$ cat src/hw/rtl/i2b_pkg.sv
// Package for the integer to text converter: sizes, ASCII codes and shared types.
// Used by every RTL module of the block; depends on nothing.
package i2b_pkg;

    localparam int VALUE_BITS  = 32;
    localparam int DIGIT_SLOTS = 32;
    localparam int RADIX_BITS  = 6;
    localparam int DIGIT_BITS  = 6;
    localparam int CHAR_BITS   = 8;

    localparam int CONV_CYCLES = VALUE_BITS + DIGIT_SLOTS - 1;
    localparam int CNT_BITS    = $clog2(CONV_CYCLES);
    localparam int IDX_BITS    = $clog2(DIGIT_SLOTS);

    localparam logic [RADIX_BITS-1:0] RADIX_RESET = RADIX_BITS'(10);
    localparam logic [RADIX_BITS-1:0] RADIX_MIN   = RADIX_BITS'(2);
    localparam logic [RADIX_BITS-1:0] RADIX_MAX   = RADIX_BITS'(36);

    localparam logic [CHAR_BITS-1:0] ASCII_ZERO  = 8'h30;
    localparam logic [CHAR_BITS-1:0] ASCII_A     = 8'h41;
    localparam logic [CHAR_BITS-1:0] ASCII_MINUS = 8'h2D;
    localparam logic [DIGIT_BITS-1:0] DECIMAL_TEN = DIGIT_BITS'(10);

    typedef struct packed {
        logic                  valid;
        logic                  carry;
        logic [DIGIT_BITS-1:0] digit;
    } t_cell_link;

    typedef struct packed {
        logic clear;
        logic shift;
    } t_cell_ctrl;

    typedef struct packed {
        logic                 valid;
        logic [CHAR_BITS-1:0] character;
        logic                 final_char;
    } t_out_word;

    function automatic logic [CHAR_BITS-1:0] digit_char(input logic [DIGIT_BITS-1:0] d);
        logic [CHAR_BITS-1:0] d_ext;
        d_ext = CHAR_BITS'(d);
        if (d < DECIMAL_TEN) begin
            return ASCII_ZERO + d_ext;
        end
        return ASCII_A + d_ext - CHAR_BITS'(DECIMAL_TEN);
    endfunction

endpackage

$ cat src/hw/rtl/i2b_cell.sv
// One digit cell of the conversion chain: doubles its digit plus a carry modulo the radix.
// Depends on i2b_pkg.
module i2b_cell
    import i2b_pkg::*;
(
    input  logic                  i_clk,
    input  logic                  i_rst_n,
    input  t_cell_ctrl            i_ctrl,
    input  logic [RADIX_BITS-1:0] i_radix,
    input  t_cell_link            i_prev,
    output t_cell_link            o_link
);

    logic [DIGIT_BITS-1:0] r_digit;
    logic                  r_carry;
    logic                  r_valid;
    logic [DIGIT_BITS:0]   w_twice;
    logic [DIGIT_BITS:0]   w_diff;
    logic                  w_wrap;

    always_comb begin
        w_twice = {r_digit, i_prev.carry};
        w_diff  = w_twice - {1'b0, i_radix};
        w_wrap  = (w_twice >= {1'b0, i_radix});
    end

    always_ff @(posedge i_clk) begin
        if (!i_rst_n) begin
            r_digit <= '0;
            r_carry <= 1'b0;
            r_valid <= 1'b0;
        end else if (i_ctrl.clear) begin
            r_digit <= '0;
            r_carry <= 1'b0;
            r_valid <= 1'b0;
        end else if (i_ctrl.shift) begin
            r_digit <= i_prev.digit;
            r_carry <= 1'b0;
            r_valid <= 1'b0;
        end else begin
            r_valid <= i_prev.valid;
            if (i_prev.valid) begin
                r_digit <= w_wrap ? w_diff[DIGIT_BITS-1:0] : w_twice[DIGIT_BITS-1:0];
                r_carry <= w_wrap;
            end else begin
                r_carry <= 1'b0;
            end
        end
    end

    assign o_link = '{valid: r_valid, carry: r_carry, digit: r_digit};

endmodule

$ cat src/hw/rtl/i2b_out.sv
// Output register for result words, with the stall handshake toward the consumer.
// Depends on i2b_pkg.
module i2b_out
    import i2b_pkg::*;
(
    input  logic                 i_clk,
    input  logic                 i_rst_n,
    input  t_out_word            i_load,
    input  logic                 i_stall,
    output logic                 o_free,
    output logic                 o_valid,
    output logic [CHAR_BITS-1:0] o_character,
    output logic                 o_final_char
);

    logic                 r_valid;
    logic [CHAR_BITS-1:0] r_character;
    logic                 r_final_char;

    assign o_free = !r_valid || !i_stall;

    always_ff @(posedge i_clk) begin
        if (!i_rst_n) begin
            r_valid <= 1'b0;
        end else if (o_free) begin
            r_valid <= i_load.valid;
        end
    end

    always_ff @(posedge i_clk) begin
        if (o_free && i_load.valid) begin
            r_character  <= i_load.character;
            r_final_char <= i_load.final_char;
        end
    end

    assign o_valid      = r_valid;
    assign o_character  = r_character;
    assign o_final_char = r_final_char;

endmodule

$ cat src/hw/rtl/int_to_base_ascii_top.sv
// Integer to text converter: each accepted item runs through the carry pipeline of the 32 digit
// cells, then an optional minus sign and the digit cells are shifted out one per cycle while the
// output is not stalled.
// Reset sets the radix to 10, empties the output register and leaves the block idle.
module int_to_base_ascii_top
    import i2b_pkg::*;
(
    input  logic                  i_clk,
    input  logic                  i_rst_n,
    input  logic                  i_cfg_valid,
    output logic                  o_cfg_ready,
    input  logic [RADIX_BITS-1:0] i_cfg_data,
    input  logic                  i_in_valid,
    output logic                  o_in_stall,
    input  logic [VALUE_BITS-1:0] i_value,
    output logic                  o_out_valid,
    input  logic                  i_out_stall,
    output logic [CHAR_BITS-1:0]  o_character,
    output logic                  o_final_char
);

    typedef enum logic [1:0] {
        S_IDLE,
        S_CONV,
        S_SIGN,
        S_EMIT
    } t_state;

    t_state                r_state, n_state;
    logic [RADIX_BITS-1:0] r_radix;
    logic [VALUE_BITS-1:0] r_mag, n_mag;
    logic                  r_neg, n_neg;
    logic [CNT_BITS-1:0]   r_cnt, n_cnt;
    logic [IDX_BITS-1:0]   r_idx, n_idx;
    logic                  r_lead, n_lead;

    t_cell_ctrl            w_ctrl;
    t_cell_link            w_head;
    t_cell_link            w_link [DIGIT_SLOTS];
    t_out_word             w_load;
    logic                  w_free;
    logic                  w_accept;
    logic                  w_skip;
    logic [DIGIT_BITS-1:0] w_top;

    assign o_cfg_ready = 1'b1;
    assign o_in_stall  = (r_state != S_IDLE);
    assign w_accept    = i_in_valid && !o_in_stall;
    assign w_top       = w_link[DIGIT_SLOTS-1].digit;

    always_ff @(posedge i_clk) begin
        if (!i_rst_n) begin
            r_radix <= RADIX_RESET;
        end else if (i_cfg_valid && o_cfg_ready) begin
            if (i_cfg_data < RADIX_MIN) begin
                r_radix <= RADIX_MIN;
            end else if (i_cfg_data > RADIX_MAX) begin
                r_radix <= RADIX_MAX;
            end else begin
                r_radix <= i_cfg_data;
            end
        end
    end

    always_comb begin
        n_state = r_state;
        n_mag   = r_mag;
        n_neg   = r_neg;
        n_cnt   = r_cnt;
        n_idx   = r_idx;
        n_lead  = r_lead;
        w_ctrl  = '{clear: 1'b0, shift: 1'b0};
        w_load  = '{valid: 1'b0, character: ASCII_ZERO, final_char: 1'b0};
        w_skip  = 1'b0;
        w_head  = '{valid: 1'b0, carry: 1'b0, digit: '0};
        unique case (r_state)
            S_IDLE: begin
                if (w_accept) begin
                    n_neg        = i_value[VALUE_BITS-1];
                    n_mag        = i_value[VALUE_BITS-1] ? (~i_value + 1'b1) : i_value;
                    n_cnt        = '0;
                    w_ctrl.clear = 1'b1;
                    n_state      = S_CONV;
                end
            end
            S_CONV: begin
                w_head.valid = (r_cnt < CNT_BITS'(VALUE_BITS));
                w_head.carry = r_mag[VALUE_BITS-1];
                n_mag        = {r_mag[VALUE_BITS-2:0], 1'b0};
                n_cnt        = r_cnt + 1'b1;
                if (r_cnt == CNT_BITS'(CONV_CYCLES - 1)) begin
                    n_idx   = IDX_BITS'(DIGIT_SLOTS - 1);
                    n_lead  = 1'b1;
                    n_state = r_neg ? S_SIGN : S_EMIT;
                end
            end
            S_SIGN: begin
                if (w_free) begin
                    w_load  = '{valid: 1'b1, character: ASCII_MINUS, final_char: 1'b0};
                    n_state = S_EMIT;
                end
            end
            S_EMIT: begin
                w_skip = r_lead && (w_top == '0) && (r_idx != '0);
                if (w_skip || w_free) begin
                    w_ctrl.shift = 1'b1;
                    n_idx        = r_idx - 1'b1;
                    if (!w_skip) begin
                        w_load = '{valid: 1'b1, character: digit_char(w_top),
                                   final_char: (r_idx == '0)};
                        n_lead = 1'b0;
                    end
                    if (r_idx == '0) begin
                        n_state = S_IDLE;
                    end
                end
            end
            default: begin
                n_state = S_IDLE;
            end
        endcase
    end

    always_ff @(posedge i_clk) begin
        if (!i_rst_n) begin
            r_state <= S_IDLE;
            r_neg   <= 1'b0;
            r_cnt   <= '0;
            r_idx   <= '0;
            r_lead  <= 1'b0;
        end else begin
            r_state <= n_state;
            r_neg   <= n_neg;
            r_cnt   <= n_cnt;
            r_idx   <= n_idx;
            r_lead  <= n_lead;
        end
    end

    always_ff @(posedge i_clk) begin
        r_mag <= n_mag;
    end

    for (genvar k = 0; k < DIGIT_SLOTS; k++) begin : g_cell
        i2b_cell u_cell (
            .i_clk   (i_clk),
            .i_rst_n (i_rst_n),
            .i_ctrl  (w_ctrl),
            .i_radix (r_radix),
            .i_prev  ((k == 0) ? w_head : w_link[(k == 0) ? 0 : k - 1]),
            .o_link  (w_link[k])
        );
    end

    i2b_out u_out (
        .i_clk        (i_clk),
        .i_rst_n      (i_rst_n),
        .i_load       (w_load),
        .i_stall      (i_out_stall),
        .o_free       (w_free),
        .o_valid      (o_out_valid),
        .o_character  (o_character),
        .o_final_char (o_final_char)
    );

endmodule

$ cat config.mk
export PLATFORM = sky130hd
export DESIGN_NAME = int_to_base_ascii_top
export DESIGN_NICKNAME = d
export VERILOG_FILES = /design/src/hw/rtl/i2b_pkg.sv /design/src/hw/rtl/i2b_cell.sv /design/src/hw/rtl/i2b_out.sv /design/src/hw/rtl/int_to_base_ascii_top.sv
export SDC_FILE = /design/constraint.sdc
export NUM_CORES = 1
export LEC_CHECK = 0
export ABC_AREA = 0
export BUFFER_PORTS_ARGS = -buffer_cell sky130_fd_sc_hd__buf_2
export CAP_MARGIN = 25
export CORE_MARGIN = 5
export CORE_UTILIZATION = 60
export CTS_CLUSTER_DIAMETER = 50
export DETAILED_ROUTE_END_ITERATION = 10
export PLACE_DENSITY = 0.74
export SLEW_MARGIN = 15
export SYNTH_ARGS = -nofsm -noshare
export SYNTH_HDL_FRONTEND = slang
export SYNTH_SLANG_ARGS = --single-unit
$ cat constraint.sdc
create_clock -name i_clk -period 4.9 [get_ports i_clk]
set_clock_uncertainty 0.2 [all_clocks]
set_input_delay 0.245 -clock i_clk [delete_from_list [all_inputs] [get_ports i_clk]]
set_output_delay 0.245 -clock i_clk [all_outputs]
set_load 0.02 [all_outputs]
==> results.md, run 1 <==
STA:
- Setup repair after global routing left no endpoint under its margin.
- At the pin with the least slew margin, the transition time is 0.9914 ns.
- The final count of hold timing violations is 0.
- After layout, the minimum clock period comes to 3.503 ns.
- The slack of the critical path is around 1.4 ns.
- Setup violations remaining at the end of the flow were counted as 0.
- The final worst hold slack is 0.04006 ns.
- The final critical path takes up 71.48% of the cycle.
- The relative slew slack is about 34%.
- The final max-slew violation count was 0.
- Derived from the worst setup path, the maximum achievable clock frequency is 285.5 MHz.
- The final total negative setup slack is 0 ns.

Setup path:
- The slowest stage of the critical path is the sky130_fd_sc_hd__inv_2 cell.
- The category of the critical setup timing path is reg -> reg.
- Walking the worst path, the cells encountered are inv_2, buf_4, ha_1, o21a_1, o31a_1, o21ai_0, a32oi_1, mux2i_1, o22ai_1.
- The peak per-stage delay on the critical path is between 0.7 and 0.8 ns.
- The worst setup path is launched from a flip-flop.
- In this run the worst path has a maximum fanout of 28.
- The worst reg2reg path depth is 9.
- In this run the worst setup path begins at r_radix[3].
- The data required time of the worst path is about 5.1 ns.
- The worst setup path is captured at a flip-flop.
- The data arrival at the endpoint of the critical path is 3.71 ns.
- In this run the critical register-to-register path is launched from r_radix[3].

Place:
- The HPWL after detailed placement is 39100 um.
- Input and output buffers added on the ports amount to 52.
- At the end of routability-driven placement, the weighted congestion stood at 0.9048.
- At the placement stage, the worst setup path has a slack of 1.449 ns.
- The total cell area at the placement stage is approximately 23000 sq um.

Yosys:
- The post-synthesis instance area is 22520 sq um.
- The share of the yosys chip area belonging to registers is 29.87%.
- The share of the synthesized area in the top cell type is ~25%.
- After synthesis the netlist holds a flip-flop and latch count of ~320.
- The distinct cell type count of the synthesized netlist is between 70 and 80.
- In the synthesized netlist the dominant register cell turns out to be sky130_fd_sc_hd__dfxtp_1.
- After synthesis, the cell types taking the most area are sky130_fd_sc_hd__dfxtp_1, sky130_fd_sc_hd__ha_1, sky130_fd_sc_hd__mux2i_1, sky130_fd_sc_hd__a21oi_1, sky130_fd_sc_hd__edfxtp_1.
- The synthesized netlist cell count is 2603.
- The number of nets in the synthesized netlist is 2884.
- In this run, synthesis inferred 40 flip-flops with an integrated enable.
- The biggest area contributor in the post-synthesis netlist is sky130_fd_sc_hd__dfxtp_1.
- The average footprint of a synthesized cell is 8.653 sq um.
- The share of async-settable or async-resettable flops after synthesis is 0%.
- The number of synthesis warnings is 0.

Clock network:
- The number of cells upsized or downsized after cts is 0.
- In this run the deepest clock path goes through 3 buffers.
- Counting the buffers created by CTS gives 45.
- The clock sink total is around 320.
- The H-tree was split into 2 levels.
- The root cell of the clock tree is sky130_fd_sc_hd__clkbuf_16.
- TritonCTS built the clock tree.
- The total of hold buffers inserted after clock tree synthesis is 49.
- For the worst-skew pair, the clock arrives at the later sink with an insertion delay of 0.56 ns.
- The post-CTS setup buffer count is 0.
- Clock-pin slew was measured on the worst setup and hold paths at 0.06 ns.

GRT:
- Global routing used between 20% and 30% of the available tracks.
- The wire length of the first global-routing pass is a little under 100000 um.
- The initial antenna violation count is 0.
- Entering global routing, the biggest net connects 103 pins.
- For this run the aggregate overflow at the end of global routing stands at 0.
- The number of global-route vias before repair was 19660.

Finish:
- The number of nets at the end of the flow is around 3000.
- Relative to the synthesized area, the layout overhead comes to 11.96%.
- The most frequent standard cell in the layout excluding fill and tap cells is sky130_fd_sc_hd__dfxtp_1.
- Leaving out fill and tap cells, the most frequent cells in the layout are sky130_fd_sc_hd__dfxtp_1, sky130_fd_sc_hd__a21oi_1, sky130_fd_sc_hd__o21ai_0.
- The post-route cell area is 25220 sq um.
- The fraction of final layout cells with drive strength greater than 1 is 8.201%.
- The number of antenna diodes in the final layout is 0.

Floorplanning:
- The floorplan step defined a die boundary enclosing 41510 sq um.
- The die is roughly 200 um tall.
- From left edge to right edge, the die measures 203.7 um.
- The floorplan has 71 rows.
- The core region is between 30000 and 40000 sq um.
- between 50 and 60 I/O pins were placed.
- The initial utilization of the core area, before any placement, comes to about 60%.

Outcome:
- The run finished with clean final reports.

Drt:
- Using the TritonRoute via totals, the vias-per-cell ratio works out to 6.244.
- The detailed-route DRC error count is 0.
- The number of iterations in the first detailed-routing pass is 6.
- Dividing the detail-routed wire length by the instance count gives 18.27 um.
- The sum of routed wire length over all layers is slightly below 60000 um.
- The detail route stage leaves a number of antenna-violating nets equal to 0.
- For this block, the initial DRC count from the detailed router was 1259.
- The via count of the routed design is 20092.

Flow run:
- Max-cap violations in this run came to 0.

Worst hold path:
- The kind of path behind the tightest hold check is in -> reg.
- The startpoint of the tightest hold check path is i_value[31].
- Counting instances, the worst hold path has a depth of 3.

Pwr:
- The maximum VDD drop is 0.2879 mV.
- The cell leakage power is 10.62 nW.
- The power density relative to cell area is 350.8 nW/um^2.
==> final cells by class <==
cell class                 instances  area, sq um
tap                              511        639.4
timing repair buffer             126        948.4
sequential                       316         6728
fill                            3051        12180
inverter                         130        490.5
multi-input combinational       2056        14960
clock buffer                      56         1239
clock inverter                    23        212.7
==> final timing paths <==
kind              slack (ns)                           end
setup / recovery        1.40  g_cell[27].u_cell.r_digit[4]
hold / removal          0.04                         r_neg
setup reg to reg        1.40  g_cell[27].u_cell.r_digit[4]
hold reg to reg         0.26                         r_neg
==> cell families after synthesis <==
group | after synthesis | synth area share [%]
muxes | 179 | 8.127
adders and majority gates | 238 | 14.29
and+or+nand+nor | 633 | 13.99
AOI/OAI and AO/OA | 871 | 24.55
DFF | 316 | 29.87
xor gates and xnor gates | 133 | 5.172
other | 2 | 0.03334
buffers and inverters | 231 | 3.977
==> cells in the mapped netlist (10+ instances only) <==
master / number
sky130_fd_sc_hd__dfxtp_1: 276
sky130_fd_sc_hd__a21oi_1: 270
sky130_fd_sc_hd__o21ai_0: 216
sky130_fd_sc_hd__ha_1: 206
sky130_fd_sc_hd__nand2_1: 197
sky130_fd_sc_hd__mux2i_1: 148
sky130_fd_sc_hd__inv_1: 129
sky130_fd_sc_hd__nor2_1: 118
sky130_fd_sc_hd__a21o_1: 101
sky130_fd_sc_hd__xor2_1: 87
sky130_fd_sc_hd__clkbuf_1: 76
sky130_fd_sc_hd__and3_1: 60
sky130_fd_sc_hd__xnor2_1: 46
sky130_fd_sc_hd__nor2b_1: 44
sky130_fd_sc_hd__nand2b_1: 42
sky130_fd_sc_hd__nand3_1: 41
sky130_fd_sc_hd__edfxtp_1: 40
sky130_fd_sc_hd__o22ai_1: 35
sky130_fd_sc_hd__fa_1: 32
sky130_fd_sc_hd__a31oi_1: 31
sky130_fd_sc_hd__mux2_2: 31
sky130_fd_sc_hd__nor3_1: 31
sky130_fd_sc_hd__or3_1: 24
sky130_fd_sc_hd__o31ai_1: 23
sky130_fd_sc_hd__o21a_1: 20
sky130_fd_sc_hd__a22o_1: 19
sky130_fd_sc_hd__nand3b_1: 19
sky130_fd_sc_hd__buf_2: 17
sky130_fd_sc_hd__a221o_1: 13
sky130_fd_sc_hd__o41ai_1: 13
sky130_fd_sc_hd__and2_1: 12
sky130_fd_sc_hd__nand4_1: 12
sky130_fd_sc_hd__a211o_1: 11
sky130_fd_sc_hd__a41oi_2: 10
sky130_fd_sc_hd__o211ai_1: 10
sky130_fd_sc_hd__o31a_1: 10
==> per-stage QoR <==
stage	cells	util, %	power, mW
final	3218	67.43	8.847
after global routing	3218	67.43	9.303
after CTS	3217	67.41	8.859
after detailed placement	3089	62.22	5.661
after global placement	3089	62.22	5.585
after floorplan	2603	-	5.005
==> critical path: cells and delay by family, from the launching register on <==
family                   cells  cell delay (ns)
multiplexers                 1             0.32
AO/OA/AOI/OAI                5             1.26
flip-flops                   1             0.30
adder cells (fa/ha/maj)      1             0.22
buffers and inverters        2             1.03
==> sequential cells by signal, indices dropped and copies added, names as in the netlist, 5 cells and up <==
| register | count |
|---|---|
| r_mag | 32 |
| g_cell.u_cell.r_digit | 192 |
| r_idx | 5 |
| g_cell.u_cell.r_carry | 31 |
| u_out.o_character | 7 |
| r_cnt | 6 |
| r_radix | 6 |
| g_cell.u_cell.r_valid | 31 |
==> routing by layer <==
layer / share of wire, % / track usage (%) / vias up
li1: - / - / 9744
met1: 43 / 35.64 / 9627
met2: 49 / 47.33 / 564
met3: 5.1 / 3.387 / 157
met4: 3.2 / 10.89 / 0
met5: 0 / 0 / -
==> power breakdown <==
group          switching [mW]  total, mW  internal, mW
sequential              0.187       3.18          3.00
combinational            1.59       2.51         0.914
clock                    1.25       3.16          1.91
(Power assumes the default switching activity.)
==> run 2, diff against run 1 <==
ABC_AREA = 1   (was 0)
clock period = 3.44 ns   (was 4.9 ns; I/O delays follow)
==> run 2 against run 1 <==
Net effect: combinational power increased by 29%; sequential power increased by 36%; power increased by 40%; maximum frequency increased by 21%; clock power increased by 53%; non-clock buffer count increased by 7; critical path depth unchanged; wire length increased by 15%; final cell count increased by 43%; critical endpoint is now r_mag[10]; largest cell class unchanged; largest power group is now clock.
==> results.md, run 2 <==
Outcome:
- The run finished with clean final reports.

Pwr:
- The combinational share of power is 26.2% (-2.1 points).
- The clock network fraction of total power is 39.1% (+3.4 points).
- The net switching power of the design is 4.394 mW (+45%).
- The total design power is 12.39 mW (+40%).
- The power density relative to cell area is 431.0 nW/um^2 (+23%).
- The cell leakage power is 13.36 nW (+26%).
- The power share of the sequential group was 34.8% (-1.2 points).
- The fraction of power spent switching nets is 35.45% (+1.2 points).
- The internal power summed over all cells came to 8.000 mW (+37%).
- The maximum VDD drop is 0.4786 mV (+66%).

Drt:
- The via count of the routed design is 25697 (+28%).
- The number of iterations in the first detailed-routing pass is 5 (-1).
- The vias per cell is 5.580 (-11%).
- The detailed-route DRC error count is 0 (unchanged).
- The sum of routed wire length over all layers was 67680 um (+15%).
- The number of design-rule violations left by the first detailed-router iteration is 1876 (+49%).
- The count of antenna-violating nets left after detailed routing is 0 (unchanged).
- The wire length per cell after detailed routing was 14.70 um (-20%).

Finish:
- The final cell count without fillers came to 4605 (+43%).
- The final design utilization is 67.20% (-0.22 points).
- The number of flip-flops under the largest register name is 192 (unchanged).
- The fraction of final layout cells with drive strength greater than 1 was 6.356% (-1.8 points).
- The number of nets at the end of the flow came to 4301 (+46%).
- In the layout the commonest cells are sky130_fd_sc_hd__nand2_1, sky130_fd_sc_hd__nand3_1, sky130_fd_sc_hd__inv_1.
- Relative to the synthesized area, the layout overhead comes to 11.32%.
- The most frequent standard cell in the layout excluding fill and tap cells is sky130_fd_sc_hd__nand2_1.
- The largest registers in the layout are g_cell.u_cell.r_digit (192), r_mag (32).
- The post-route cell area is 28760 sq um (+14%).
- The total inserted antenna cells was 0 (unchanged).
- The largest register by flop count is g_cell.u_cell.r_digit.

STA:
- The final setup violation count is 0 (unchanged).
- The final period utilization is 84.04% (+13 points).
- The final max-slew violation count is 0 (unchanged).
- The final total negative setup slack came to 0 ns (unchanged).
- The pin slew with the least headroom to its limit is 0.8323 ns (-0.1591 ns).
- Setup repair after global routing left no endpoint under its margin.
- The maximum frequency from static timing analysis is 345.9 MHz (+21%).
- The slack of the critical path is 0.5489 ns (-0.8485 ns).
- The final worst hold slack is 0.05057 ns (+0.01051 ns).
- The final count of hold timing violations is 0 (unchanged).
- The relative slew slack was 44.51% (+11 points).
- The time the final worst path needs with I/O delays and setup is 2.891 ns (-0.6115 ns).

Yosys:
- The number of nets in the synthesized netlist is 4232 (+47%).
- The post-synthesis instance area was 25830 sq um (+15%).
- The share of the yosys chip area belonging to registers is 26.04% (-3.8 points).
- The distinct cell type count of the synthesized netlist came to 48 (-37%).
- The commonest cells after synthesis are sky130_fd_sc_hd__nand2_1, sky130_fd_sc_hd__nand3_1, sky130_fd_sc_hd__inv_1.
- The share of the synthesized area in the top cell type is 21.39% (-3.1 points).
- For this run, the leading register cell type out of synthesis is sky130_fd_sc_hd__dfxtp_1.
- The number of synthesis warnings is 0 (unchanged).
- Yosys instantiated no cell more often than sky130_fd_sc_hd__nand2_1.
- The average footprint of a synthesized cell is 6.538 sq um (-24%).
- The number of enable-type register cells in the synthesized netlist is 40 (unchanged).
- The flip-flop and latch count after synthesis came to 316 (unchanged).
- Of all cell types, the one taking the most synthesized area is sky130_fd_sc_hd__dfxtp_1.
- The synthesized netlist cell count was 3951 (+52%).
- The share of async-settable or async-resettable flops after synthesis is 0% (unchanged).
- By area the synthesized netlist is led by sky130_fd_sc_hd__dfxtp_1, sky130_fd_sc_hd__nand2_1, sky130_fd_sc_hd__nand3_1, sky130_fd_sc_hd__ha_1, sky130_fd_sc_hd__inv_1.

Place:
- The total cell area at the placement stage was 26650 sq um (+15%).
- The HPWL after detailed placement is 44180 um (+13%).
- The number of buffers added on ports is 52 (unchanged).
- The worst setup slack before clock tree synthesis came to 0.6853 ns (-0.7635 ns).
- The placed cell count is 4465 (+45%).
- The weighted congestion at the end of routability-driven global placement is 0.9010 (-0.42%).

Setup path:
- The kind of capture point of the worst setup path is a flip-flop.
- Among cell families on the critical path, the largest total delay comes from buffers and inverters.
- Among all stages on the critical path, the largest delay is contributed by sky130_fd_sc_hd__dlygate4sd3_1.
- The data arrival at the endpoint of the critical path was 3.02 ns (-0.69 ns).
- The number of buffers and inverters on the critical path is 5 (+3).
- The maximum fanout encountered on the critical timing path is 41 (+46%).
- The minimum setup slack among reg-to-reg paths came to 0.55 ns (-0.85 ns).
- The critical path starts at r_state[1].
- The setup path with the least slack is of type reg -> reg.
- The startpoint of the worst register-to-register path is r_state[1].
- The peak per-stage delay on the critical path is 0.55 ns (-0.16 ns).
- The signal on the critical path passes through inv_1, ha_1, buf_4, inv_1, buf_4, o21ai_0, a21oi_1, dlygate4sd3_1, nor2_1.
- The logic depth of the worst setup path including buffers was 9 (unchanged).
- The most critical setup path has its endpoint at r_mag[10].
- The worst reg2reg path depth is 9 (unchanged).
- STA classifies the critical path startpoint as a flip-flop.
- The data required time of the worst path is 3.57 ns (-1.53 ns).
- In this run the critical register-to-register path is captured at r_mag[10].

GRT:
- The total congestion overflow is 0 (unchanged).
- The total global-route track usage is 28.11% (+0.48 points).
- The maximum number of pins on one net before global-route repair was 141 (+37%).
- The wire length of the first global-routing pass is 114200 um (+18%).
- The number of global-route vias before repair was 23692 (+21%).
- The initial antenna violation count came to 0 (unchanged).

Clock network:
- The clock transition at the registers of the reported paths is 0.05 ns (about the same).
- The buffer depth of the longest clock path was 3 (unchanged).
- The clock sink total is 316 (unchanged).
- The clock buffer count from CTS is 47 (+4.4%).
- The cell sitting at the root of the clock tree is a sky130_fd_sc_hd__clkbuf_16.
- The clock network latency to the later pin of the worst-skew pair was 0.58 ns (+0.02 ns).
- TritonCTS built the clock tree.
- The post-CTS setup buffer count was 0 (unchanged).
- The maximum level of the CTS H-tree is 2 (unchanged).

Floorplanning:
- The area of the core region came to 42790 sq um (+14%).
- The effective utilization at floorplan is 60.37% (+0.14 points).
- The height of the die is 217.5 um (+6.7%).
- The die outline area is 47300 sq um (+14%).
- The die width is 217.5 um (+6.7%).
- The count of standard-cell rows is 76 (+7.0%).
- The top-level I/O count is 55 (unchanged).

Worst hold path:
- The kind of path behind the tightest hold check is in -> reg.

Flow run:
- The max-capacitance violation count is 0 (unchanged).
[run 2: cell count changes in the layout (fill, tap and decap cells not counted), sizes merged, moves of 60 or more]
cell	before	now
nand2	197	1043
nand3	41	713
inv	135	529
mux2i	148	0
o21ai	225	81
nand4	12	114
nor2	118	218
a21o	101	2
and3	60	0
[run 2: logic make-up after synthesis]
family                   share of synthesized area [%]
AO/OA/AOI/OAI                                    9.920
XOR/XNOR                                         3.696
adder cells (fa/ha/maj)                          12.46
buffers and inverters                            10.06
flip-flops                                       26.04
other                                          0.02907
AND/OR/NAND/NOR                                  37.80
[run 2: timing repair]
| item | 4_1_cts | 5_1_grt |
|---|---|---|
| hold buffers | 52 | 0 |
| resized for setup | 0 | 0 |
| endpoints found under the hold margin | 57 | 0 |
[run 2: per-layer routing]
metal  routed length (um)  share of wire, %  GRT usage, %  vias up
li1                     -                 -             -    13195
met1                31570                47         38.90    11696
met2                30720                45         46.23      649
met3                 3420               5.1         3.429      157
met4                 1961               2.9         8.658        0
met5                    0                 0             0        -
[run 2: cell type report]
cell class              instances  area, sq um
clock inverters                25        232.7
repair buffers                133         1136
clock buffers                  63         1349
fillers                      3956        14030
well taps                     546        683.2
flip-flops and latches        316         6728
multi-input cells            2976        16570
inverters                     546         2058
[run 2: how the worst min path moves through the flow]
stage / startpoint / to / slack, ns / cells after the start
6_report: i_value[31] / r_mag[21] / 0.05 / 4
3_5_place_dp: i_cfg_data[3] / r_radix[3] / 0.22 / 3
2_1_floorplan: i_rst_n / r_radix[1] / 0.05 / 1
5_1_grt: i_value[31] / r_mag[18] / 0.06 / 3
4_1_cts: i_value[31] / r_mag[21] / 0.001 / 4
3_3_place_gp: i_cfg_data[3] / r_radix[3] / 0.22 / 3
[run 2: worst min-delay path, delay by kind of cell]
kind	cells	cell delay, ns
simple gates	3	0.30
buf+inv	1	0.24
[run 2: power by group through the flow]
stage,combinational (mW),sequential (mW),clock [mW]
2_1_floorplan,2.31,4.40,0
3_3_place_gp,3.11,4.37,0
3_5_place_dp,3.14,4.38,0
4_1_cts,3.22,4.31,4.93
5_1_grt,3.62,4.34,5.08
6_report,3.24,4.31,4.84
